===== src/hdl/lfsp_pkg.sv =====
`timescale 1ns / 1ps
`default_nettype none

package lfsp_pkg;

	// Parameter defaults
	localparam int DEF_MAX_ENTRIES = 8;
	localparam int DEF_LED_COUNT   = 8;

	// Fixed field widths
	localparam int TIME_W    = 8;
	localparam int CODES_W   = 32;
	localparam int SEQ_LEN_W = 4;
	localparam int CFG_IDX_W = 1;
	localparam int CFG_DAT_W = 8;

	// Item operations
	localparam logic [1:0] OP_TICK  = 2'd0;
	localparam logic [1:0] OP_START = 2'd1;
	localparam logic [1:0] OP_STOP  = 2'd2;
	localparam logic [1:0] OP_WRITE = 2'd3;

	// Play phases
	localparam logic [1:0] PH_IDLE   = 2'd0;
	localparam logic [1:0] PH_ON     = 2'd1;
	localparam logic [1:0] PH_OFF    = 2'd2;
	localparam logic [1:0] PH_REPEAT = 2'd3;

	// Configuration register indexes
	localparam logic [CFG_IDX_W-1:0] CFG_SEQ_LEN     = 1'd0;
	localparam logic [CFG_IDX_W-1:0] CFG_REPEAT_WAIT = 1'd1;

	typedef struct packed {
		logic [1:0]         op;
		logic [2:0]         entry_index;
		logic [TIME_W-1:0]  on_ticks;
		logic [TIME_W-1:0]  off_ticks;
		logic [TIME_W-1:0]  flash_count;
		logic [CODES_W-1:0] led_codes;
	} item_t;

	typedef struct packed {
		logic [CODES_W-1:0] led_codes;
		logic               leds_dark;
		logic [1:0]         phase;
		logic [2:0]         entry_now;
	} res_t;

endpackage

`default_nettype wire


===== src/hdl/lfsp_ram.sv =====
`timescale 1ns / 1ps
`default_nettype none

module lfsp_ram #(
	parameter int WIDTH = 8,
	parameter int DEPTH = 8,
	localparam int AW = (DEPTH > 1) ? $clog2(DEPTH) : 1
) (
	input  wire logic                     clk,
	input  wire logic                     we,
	input  wire logic [AW-1:0]            waddr,
	input  wire logic [WIDTH-1:0]         wdata,
	input  wire logic [AW-1:0]            raddr,
	output logic      [WIDTH-1:0]         rdata
);

	logic [WIDTH-1:0] mem [DEPTH];

	// One write port, one registered read port
	always_ff @(posedge clk) begin
		if (we) begin
			mem[waddr] <= wdata;
		end
		rdata <= mem[raddr];
	end

endmodule

`default_nettype wire


===== src/hdl/lfsp_seq.sv =====
`timescale 1ns / 1ps
`default_nettype none

module lfsp_seq import lfsp_pkg::*; #(
	parameter int MAX_ENTRIES = DEF_MAX_ENTRIES,
	parameter int LED_COUNT   = DEF_LED_COUNT
) (
	input  wire logic                 clk,
	input  wire logic                 arst_n,
	input  wire logic                 item_take,
	input  wire item_t                item,
	input  wire logic                 cfg_we,
	input  wire logic [CFG_IDX_W-1:0] cfg_idx,
	input  wire logic [CFG_DAT_W-1:0] cfg_dat,
	output logic                      res_push,
	output res_t                      res
);

	localparam int IDX_W    = (MAX_ENTRIES > 1) ? $clog2(MAX_ENTRIES) : 1;
	localparam int LIT_LEDS = (LED_COUNT < 8) ? LED_COUNT : 8;
	localparam int CODE_W   = 4 * LIT_LEDS;
	localparam int SLOT_W   = CODE_W + 3 * TIME_W;
	localparam int CNT_W    = (IDX_W + 1 > SEQ_LEN_W) ? IDX_W + 1 : SEQ_LEN_W;
	localparam logic [CNT_W-1:0] LIMIT_MAX = CNT_W'(MAX_ENTRIES);

	// Slot layout: codes | on | off | flashes
	localparam int ON_LSB  = 2 * TIME_W;
	localparam int OFF_LSB = TIME_W;

	logic [1:0]        phase_q, phase_d;
	logic [IDX_W-1:0]  entry_q, entry_d;
	logic [TIME_W-1:0] flashes_q, flashes_d;
	logic [TIME_W-1:0] ticks_q, ticks_d;
	logic [SEQ_LEN_W-1:0] seq_len_q;
	logic [TIME_W-1:0] rep_wait_q;
	logic [TIME_W-1:0] head_on_q;
	logic [CODE_W-1:0] head_codes_q;

	logic [SLOT_W-1:0] cur_slot, nxt_slot, wr_slot;
	logic [IDX_W-1:0]  wr_addr, nxt_addr;
	logic              wr_en;

	logic [CODE_W-1:0] cur_codes, nxt_codes;
	logic [TIME_W-1:0] cur_on, cur_off, cur_flashes, nxt_on;

	logic [CNT_W-1:0]  lim, n_ent;
	logic [TIME_W-1:0] fd;
	logic              fl_done, wrap, do_flash;
	logic              show_v, emit_v, emit_dark;
	logic [TIME_W-1:0] show_on;
	logic [CODE_W-1:0] show_codes;

	// Table copies: one read at the current entry, one at the entry after it.
	// Both read with the next-state entry so data lines up with the next item.
	assign nxt_addr = IDX_W'(entry_d + 1'b1);

	lfsp_ram #(.WIDTH(SLOT_W), .DEPTH(MAX_ENTRIES)) u_ram_cur (
		.clk   (clk),
		.we    (wr_en),
		.waddr (wr_addr),
		.wdata (wr_slot),
		.raddr (entry_d),
		.rdata (cur_slot)
	);

	lfsp_ram #(.WIDTH(SLOT_W), .DEPTH(MAX_ENTRIES)) u_ram_nxt (
		.clk   (clk),
		.we    (wr_en),
		.waddr (wr_addr),
		.wdata (wr_slot),
		.raddr (nxt_addr),
		.rdata (nxt_slot)
	);

	assign cur_codes   = cur_slot[SLOT_W-1 -: CODE_W];
	assign cur_on      = cur_slot[ON_LSB +: TIME_W];
	assign cur_off     = cur_slot[OFF_LSB +: TIME_W];
	assign cur_flashes = cur_slot[TIME_W-1:0];
	assign nxt_codes   = nxt_slot[SLOT_W-1 -: CODE_W];
	assign nxt_on      = nxt_slot[ON_LSB +: TIME_W];

	// Table write
	assign wr_en   = item_take && (item.op == OP_WRITE) &&
	                 ({29'd0, item.entry_index} < 32'(MAX_ENTRIES));
	assign wr_addr = IDX_W'(item.entry_index);
	assign wr_slot = {item.led_codes[CODE_W-1:0], item.on_ticks,
	                  item.off_ticks, item.flash_count};

	// End-of-flash bookkeeping
	assign lim     = (CNT_W'(seq_len_q) > LIMIT_MAX) ? LIMIT_MAX : CNT_W'(seq_len_q);
	assign fd      = flashes_q + 1'b1;
	assign fl_done = (fd == cur_flashes);
	assign n_ent   = fl_done ? CNT_W'(entry_q) + 1'b1 : CNT_W'(entry_q);
	assign wrap    = (n_ent >= lim);

	// Next state and result
	always_comb begin
		phase_d    = phase_q;
		entry_d    = entry_q;
		flashes_d  = flashes_q;
		ticks_d    = ticks_q;
		do_flash   = 1'b0;
		show_v     = 1'b0;
		show_on    = head_on_q;
		show_codes = head_codes_q;
		emit_v     = 1'b0;
		emit_dark  = 1'b0;

		if (item_take) begin
			case (item.op)
				OP_TICK: begin
					if (phase_q != PH_IDLE) begin
						if (ticks_q > 8'd1) begin
							ticks_d = ticks_q - 1'b1;
						end else begin
							ticks_d = '0;
							case (phase_q)
								PH_ON: begin
									if (cur_off == '0) begin
										do_flash = 1'b1;
									end else begin
										phase_d   = PH_OFF;
										ticks_d   = cur_off;
										emit_v    = 1'b1;
										emit_dark = 1'b1;
									end
								end
								PH_OFF: begin
									do_flash = 1'b1;
								end
								PH_REPEAT: begin
									show_v     = 1'b1;
									show_on    = cur_on;
									show_codes = cur_codes;
								end
								default: ;
							endcase
						end
					end
				end
				OP_START: begin
					entry_d   = '0;
					flashes_d = '0;
					show_v    = 1'b1;
				end
				OP_STOP: begin
					phase_d   = PH_IDLE;
					ticks_d   = '0;
					emit_v    = 1'b1;
					emit_dark = 1'b1;
				end
				default: begin
					// write item: a playing sequence stops first
					if (phase_q != PH_IDLE) begin
						phase_d   = PH_IDLE;
						ticks_d   = '0;
						emit_v    = 1'b1;
						emit_dark = 1'b1;
					end
				end
			endcase
		end

		// Flash finished: same entry again, next entry, or loop
		if (do_flash) begin
			flashes_d = fl_done ? '0 : fd;
			if (wrap) begin
				entry_d = '0;
				if (rep_wait_q != '0) begin
					ticks_d = rep_wait_q;
					phase_d = PH_REPEAT;
				end else begin
					show_v = 1'b1;
				end
			end else begin
				entry_d    = IDX_W'(n_ent);
				show_v     = 1'b1;
				show_on    = fl_done ? nxt_on : cur_on;
				show_codes = fl_done ? nxt_codes : cur_codes;
			end
		end

		// Light an entry
		if (show_v) begin
			phase_d   = PH_ON;
			ticks_d   = (show_on == '0) ? 8'd1 : show_on;
			emit_v    = 1'b1;
			emit_dark = 1'b0;
		end
	end

	assign res_push      = emit_v;
	assign res.led_codes = emit_dark ? '0 : CODES_W'(show_codes);
	assign res.leds_dark = emit_dark;
	assign res.phase     = phase_d;
	assign res.entry_now = 3'(entry_d);

	// Control state
	always_ff @(posedge clk or negedge arst_n) begin
		if (!arst_n) begin
			phase_q    <= PH_IDLE;
			entry_q    <= '0;
			flashes_q  <= '0;
			ticks_q    <= '0;
			seq_len_q  <= '0;
			rep_wait_q <= '0;
		end else begin
			phase_q   <= phase_d;
			entry_q   <= entry_d;
			flashes_q <= flashes_d;
			ticks_q   <= ticks_d;
			if (cfg_we) begin
				case (cfg_idx)
					CFG_SEQ_LEN:     seq_len_q  <= cfg_dat[SEQ_LEN_W-1:0];
					CFG_REPEAT_WAIT: rep_wait_q <= cfg_dat;
					default: ;
				endcase
			end
		end
	end

	// Entry 0 kept at hand for start and loop
	always_ff @(posedge clk) begin
		if (wr_en && (wr_addr == '0)) begin
			head_on_q    <= item.on_ticks;
			head_codes_q <= item.led_codes[CODE_W-1:0];
		end
	end

endmodule

`default_nettype wire


===== src/hdl/lfsp_obuf.sv =====
`timescale 1ns / 1ps
`default_nettype none

module lfsp_obuf import lfsp_pkg::*; (
	input  wire logic clk,
	input  wire logic arst_n,
	input  wire logic push,
	input  wire res_t din,
	input  wire logic stall,
	output logic      valid,
	output res_t      dout,
	output logic      full
);

	logic main_v_q, skid_v_q;
	res_t main_q, skid_q;
	logic take;

	assign take  = main_v_q && !stall;
	assign valid = main_v_q;
	assign dout  = main_q;
	assign full  = skid_v_q;

	// Occupancy
	always_ff @(posedge clk or negedge arst_n) begin
		if (!arst_n) begin
			main_v_q <= 1'b0;
			skid_v_q <= 1'b0;
		end else if (take) begin
			if (skid_v_q) begin
				skid_v_q <= 1'b0;
			end else if (!push) begin
				main_v_q <= 1'b0;
			end
		end else if (push) begin
			if (!main_v_q) begin
				main_v_q <= 1'b1;
			end else begin
				skid_v_q <= 1'b1;
			end
		end
	end

	// Payload
	always_ff @(posedge clk) begin
		if (take) begin
			if (skid_v_q) begin
				main_q <= skid_q;
			end else if (push) begin
				main_q <= din;
			end
		end else if (push) begin
			if (!main_v_q) begin
				main_q <= din;
			end else begin
				skid_q <= din;
			end
		end
	end

endmodule

`default_nettype wire


===== src/hdl/led_flash_sequence_player.sv =====
// LED flash sequence player. Plays a table of up to MAX_ENTRIES patterns, each
// with LED codes, an on time, an off time and a flash count, advancing on tick
// items; start, stop and table-write items share the same channel. One item is
// taken every clock cycle while item_stall is low, and its LED update, if any,
// is offered from an output register. The pattern table sits in two copies of a
// small RAM with a registered read, addressed with the entry the player will
// hold after the current cycle, so the read latency is hidden and no item waits
// on it. Two output registers hold updates; item_stall is high while both are
// full, which only a stalled output side can cause, and drops the cycle after
// an update leaves. The table needs no clearing pass: an entry must be written
// before it is played. Configuration writes are always taken.
`timescale 1ns / 1ps
`default_nettype none

module led_flash_sequence_player import lfsp_pkg::*; #(
	parameter int MAX_ENTRIES = DEF_MAX_ENTRIES,
	parameter int LED_COUNT   = DEF_LED_COUNT
) (
	input  wire logic                 clk,
	input  wire logic                 arst_n,
	input  wire logic                 item_valid,
	output logic                      item_stall,
	input  wire logic [1:0]           op,
	input  wire logic [2:0]           entry_index,
	input  wire logic [TIME_W-1:0]    entry_on_ticks,
	input  wire logic [TIME_W-1:0]    entry_off_ticks,
	input  wire logic [TIME_W-1:0]    entry_flash_count,
	input  wire logic [CODES_W-1:0]   entry_led_codes,
	output logic                      result_valid,
	input  wire logic                 result_stall,
	output logic [CODES_W-1:0]        led_codes,
	output logic                      leds_dark,
	output logic [1:0]                phase,
	output logic [2:0]                entry_now,
	input  wire logic                 cfg_valid,
	output logic                      cfg_ready,
	input  wire logic [CFG_IDX_W-1:0] cfg_index,
	input  wire logic [CFG_DAT_W-1:0] cfg_data
);

	item_t item;
	res_t  res, res_out;
	logic  item_take, res_push, buf_full;

	assign item.op          = op;
	assign item.entry_index = entry_index;
	assign item.on_ticks    = entry_on_ticks;
	assign item.off_ticks   = entry_off_ticks;
	assign item.flash_count = entry_flash_count;
	assign item.led_codes   = entry_led_codes;

	assign item_stall = buf_full;
	assign item_take  = item_valid && !buf_full;
	assign cfg_ready  = 1'b1;

	lfsp_seq #(.MAX_ENTRIES(MAX_ENTRIES), .LED_COUNT(LED_COUNT)) u_seq (
		.clk       (clk),
		.arst_n    (arst_n),
		.item_take (item_take),
		.item      (item),
		.cfg_we    (cfg_valid && cfg_ready),
		.cfg_idx   (cfg_index),
		.cfg_dat   (cfg_data),
		.res_push  (res_push),
		.res       (res)
	);

	lfsp_obuf u_obuf (
		.clk    (clk),
		.arst_n (arst_n),
		.push   (res_push),
		.din    (res),
		.stall  (result_stall),
		.valid  (result_valid),
		.dout   (res_out),
		.full   (buf_full)
	);

	assign led_codes = res_out.led_codes;
	assign leds_dark = res_out.leds_dark;
	assign phase     = res_out.phase;
	assign entry_now = res_out.entry_now;

endmodule

`default_nettype wire


===== config.mk =====
export PLATFORM = sky130hd
export DESIGN_NAME = led_flash_sequence_player
export DESIGN_NICKNAME = d
export VERILOG_FILES = /design/src/hdl/lfsp_pkg.sv /design/src/hdl/lfsp_ram.sv /design/src/hdl/lfsp_seq.sv /design/src/hdl/lfsp_obuf.sv /design/src/hdl/led_flash_sequence_player.sv
export SDC_FILE = /design/constraint.sdc
export NUM_CORES = 1
export LEC_CHECK = 0
export BUFFER_PORTS_ARGS = -buffer_cell sky130_fd_sc_hd__buf_2
export CAP_MARGIN = 25
export CORE_ASPECT_RATIO = 0.8
export CORE_MARGIN = 5
export CORE_UTILIZATION = 30
export CTS_CLUSTER_DIAMETER = 150
export DETAILED_ROUTE_END_ITERATION = 8
export GPL_ROUTABILITY_DRIVEN = 0
export PLACE_DENSITY = 0.45
export SYNTH_ARGS = -nofsm -noshare
export SYNTH_HDL_FRONTEND = slang
export SYNTH_HIERARCHICAL = 1
export SYNTH_SLANG_ARGS = --single-unit

===== constraint.sdc =====
create_clock -name clk -period 17.65 [get_ports clk]
set_input_delay 4.4125 -clock clk [delete_from_list [all_inputs] [get_ports clk]]
set_output_delay 4.4125 -clock clk [all_outputs]
set_load 0.01 [all_outputs]

==> impl_metrics.tcl <==
set metrics [dict create \
    fmax_mhz 115 \
    hold_viol 0 \
    grt_max_degree 84 \
    critPathMaxStageDelay_ns 0.53 \
    rows 117 \
    cts_buffers 107 \
    coreArea_mm2 0.128 \
    grtUsageMet1_pct 18.2 \
    start_kind "input pin" \
    synth_cells 1847 \
    die_height_um 331 \
    worstSetupPathType "input pin to flop" \
    area_growth_syn_to_layout_pct 16.2 \
    antenna_found_initial 18 \
    drv_cap 0 \
    first_pass_iters 4 \
    cts_root_buf "clkbuf_16" \
    final_common_cell "edfxtp_1" \
    setup_tns_ns 0 \
    post-place-ws_ns 7.44 \
    io_pins 116 \
    ant_nets 0 \
    drt-vias-per-instance 4.71 \
    status "finished clean" \
    mostFrequentLayoutCells "edfxtp_1 (884), mux4_2 (192), mux2_2 (126), buf_2 (114), clkbuf_16 (110)" \
    setup_viol 0 \
    max_slew_margin_pct 34.2 \
    portBuffers 114 \
    syn_area_per_cell_um2 20.9 \
    start_util_pct 30.3 \
    worst_hold_slack_ns 0.482 \
    hold_path.class "flop to flop" \
    drive_above_1_share_pct 33.6 \
    timing.final.ws_setup_ns 8.95 \
    grt-busiest-layer "met2" \
    clk_latency_ns 0.68 \
    ff2ff_setup_slack_ns 11.02 \
    cts_resized 0 \
    crit_path_start "item_valid" \
    use_met3_pct 2.91 \
    first_iter_violations 1007 \
    wl_per_cell_um 24.0 \
    power.density_mw_per_mm2 117 \
    period_needed_ns 8.70 \
    regToRegEndpoint "u_seq/u_ram_nxt/rdata[36]" \
    syn_nets 1935 \
    grt_pass1_vias 19400 \
    grt_use_met2_pct 22.9 \
    min-delay-start "u_seq/u_ram_cur/rdata[17]" \
    cts_buffer_depth 3 \
    die_w_um 411 \
    cts_setup_buffers 0 \
    routed_wl_um 92300 \
    crit_required_ns 18.22 \
    yosys_warnings 6 \
    synth_area_mm2 0.0386 \
    dr_total_vias 18100 \
    r2r_start "u_seq/flashes_q[0]" \
    min_to "u_seq/ticks_q[1]" \
    clkTransAtPathRegs_ns 0.06 \
    crit_path_top_delay_cell "nor4b_4" \
    drc 0 \
    min_period_over_period_pct 49.3 \
    worst_pin_slew_ns 0.987 \
    nets 2113 \
    clock-sinks 1015 \
    cts_tree "built" \
    grt_pass1_wl_um 135000 \
    dpl.hpwl_um 51400 \
    track_usage_pct 13.6 \
    dieArea_mm2 0.136 \
    overflow 0 \
    htreeDepth 3 \
    hold_depth 2 \
    finalClockSkew_ns 0.0177 \
    rsz0062_at_grt "false" \
    worstPathArrival_ns 9.27 \
    r2r_cells 22 \
    crit_fanout 52 \
    postCtsHoldBufs 0 \
    ir_worst_vdd_mv 0.0716 \
    endpoint_kind "flop" \
    p_leak_nw 14.4 \
    cp_cell_sequence "buf_2, nor2b_4, nor4b_4, nand2_1, nor3_1, a31oi_1, buf_4, o21ai_0, o21a_4, inv_8, buf_16, ha_4, xor2_4, buf_4, buf_16, mux4_2, mux2_2" \
    slew_viol_final 0 \
]
power breakdown:
| group | internal (W) | switching (W) |
|---|---|---|
| registers | 0.00270 | 0.0000380 |
| clock network | 0.00128 | 0.000917 |
| logic | 0.000109 | 0.000210 |
layer usage:
metal | vias to the layer above | wire (µm)
li1 | 7906 | -
met1 | 9727 | 41700
met2 | 348 | 44900
met3 | 133 | 4050
met4 | 12 | 1580
met5 | - | 89
area by class of cell:
| type | instances | area (µm²) |
|---|---|---|
| antenna | 7 | 17.5 |
| clock buffer | 143 | 2930 |
| clock inverter | 57 | 507 |
| fill | 11800 | 82700 |
| inverter | 16 | 67.6 |
| multi-input combinational | 726 | 8780 |
| sequential | 1015 | 29300 |
| tap | 1725 | 2160 |
| timing repair buffer | 159 | 1010 |
critical path: cells and delay by family:
family                     cells  cell delay, ns
buffers and inverters          6            1.59
and+or+nand+nor                4            1.34
muxes                          2            0.62
AOI/OAI and AO/OA              3            0.59
xor gates and xnor gates       1            0.37
adders and majority gates      1            0.25
through the flow:
step                      power (W)  instances  instance area, µm²  utilization, %
final                       0.00525       3848               44800            35.1
after global routing        0.00546       3841               44800            35.1
after CTS                   0.00533       3838               44700            35.1
after floorplan             0.00296       1847               38600               -
after detailed placement    0.00311       3638               41300            32.4
after global placement      0.00310       3635               41200            32.3
sequential cells by signal (all words and copies together), names as in the netlist:
name / flops
u_seq/u_ram_cur/mem: 448
u_seq/u_ram_nxt/mem: 320
u_seq/u_ram_cur/rdata: 56
u_seq/u_ram_nxt/rdata: 40
u_obuf/dout: 38
u_obuf/skid_q: 38
u_seq/head_codes_q: 32
u_seq/flashes_q: 8
u_seq/head_on_q: 8
u_seq/rep_wait_q: 8
u_seq/ticks_q: 8
u_seq/seq_len_q: 4
u_seq/entry_q: 3
u_seq/phase_q: 2
u_obuf/full: 1
u_obuf/valid: 1
worst max path at each step:
stage	end	slack (ns)	depth (start not counted)
finish	u_seq/u_ram_nxt/rdata[36]	8.95	17
detailed placement	u_seq/u_ram_nxt/rdata[35]	7.44	16
floorplan	u_seq/head_codes_q[0]	7.93	5
global placement	u_seq/u_ram_nxt/rdata[27]	7.30	15
global route	u_seq/u_ram_nxt/rdata[31]	8.67	17
CTS	u_seq/u_ram_nxt/rdata[41]	8.15	16
(Power assumes the default switching activity.)
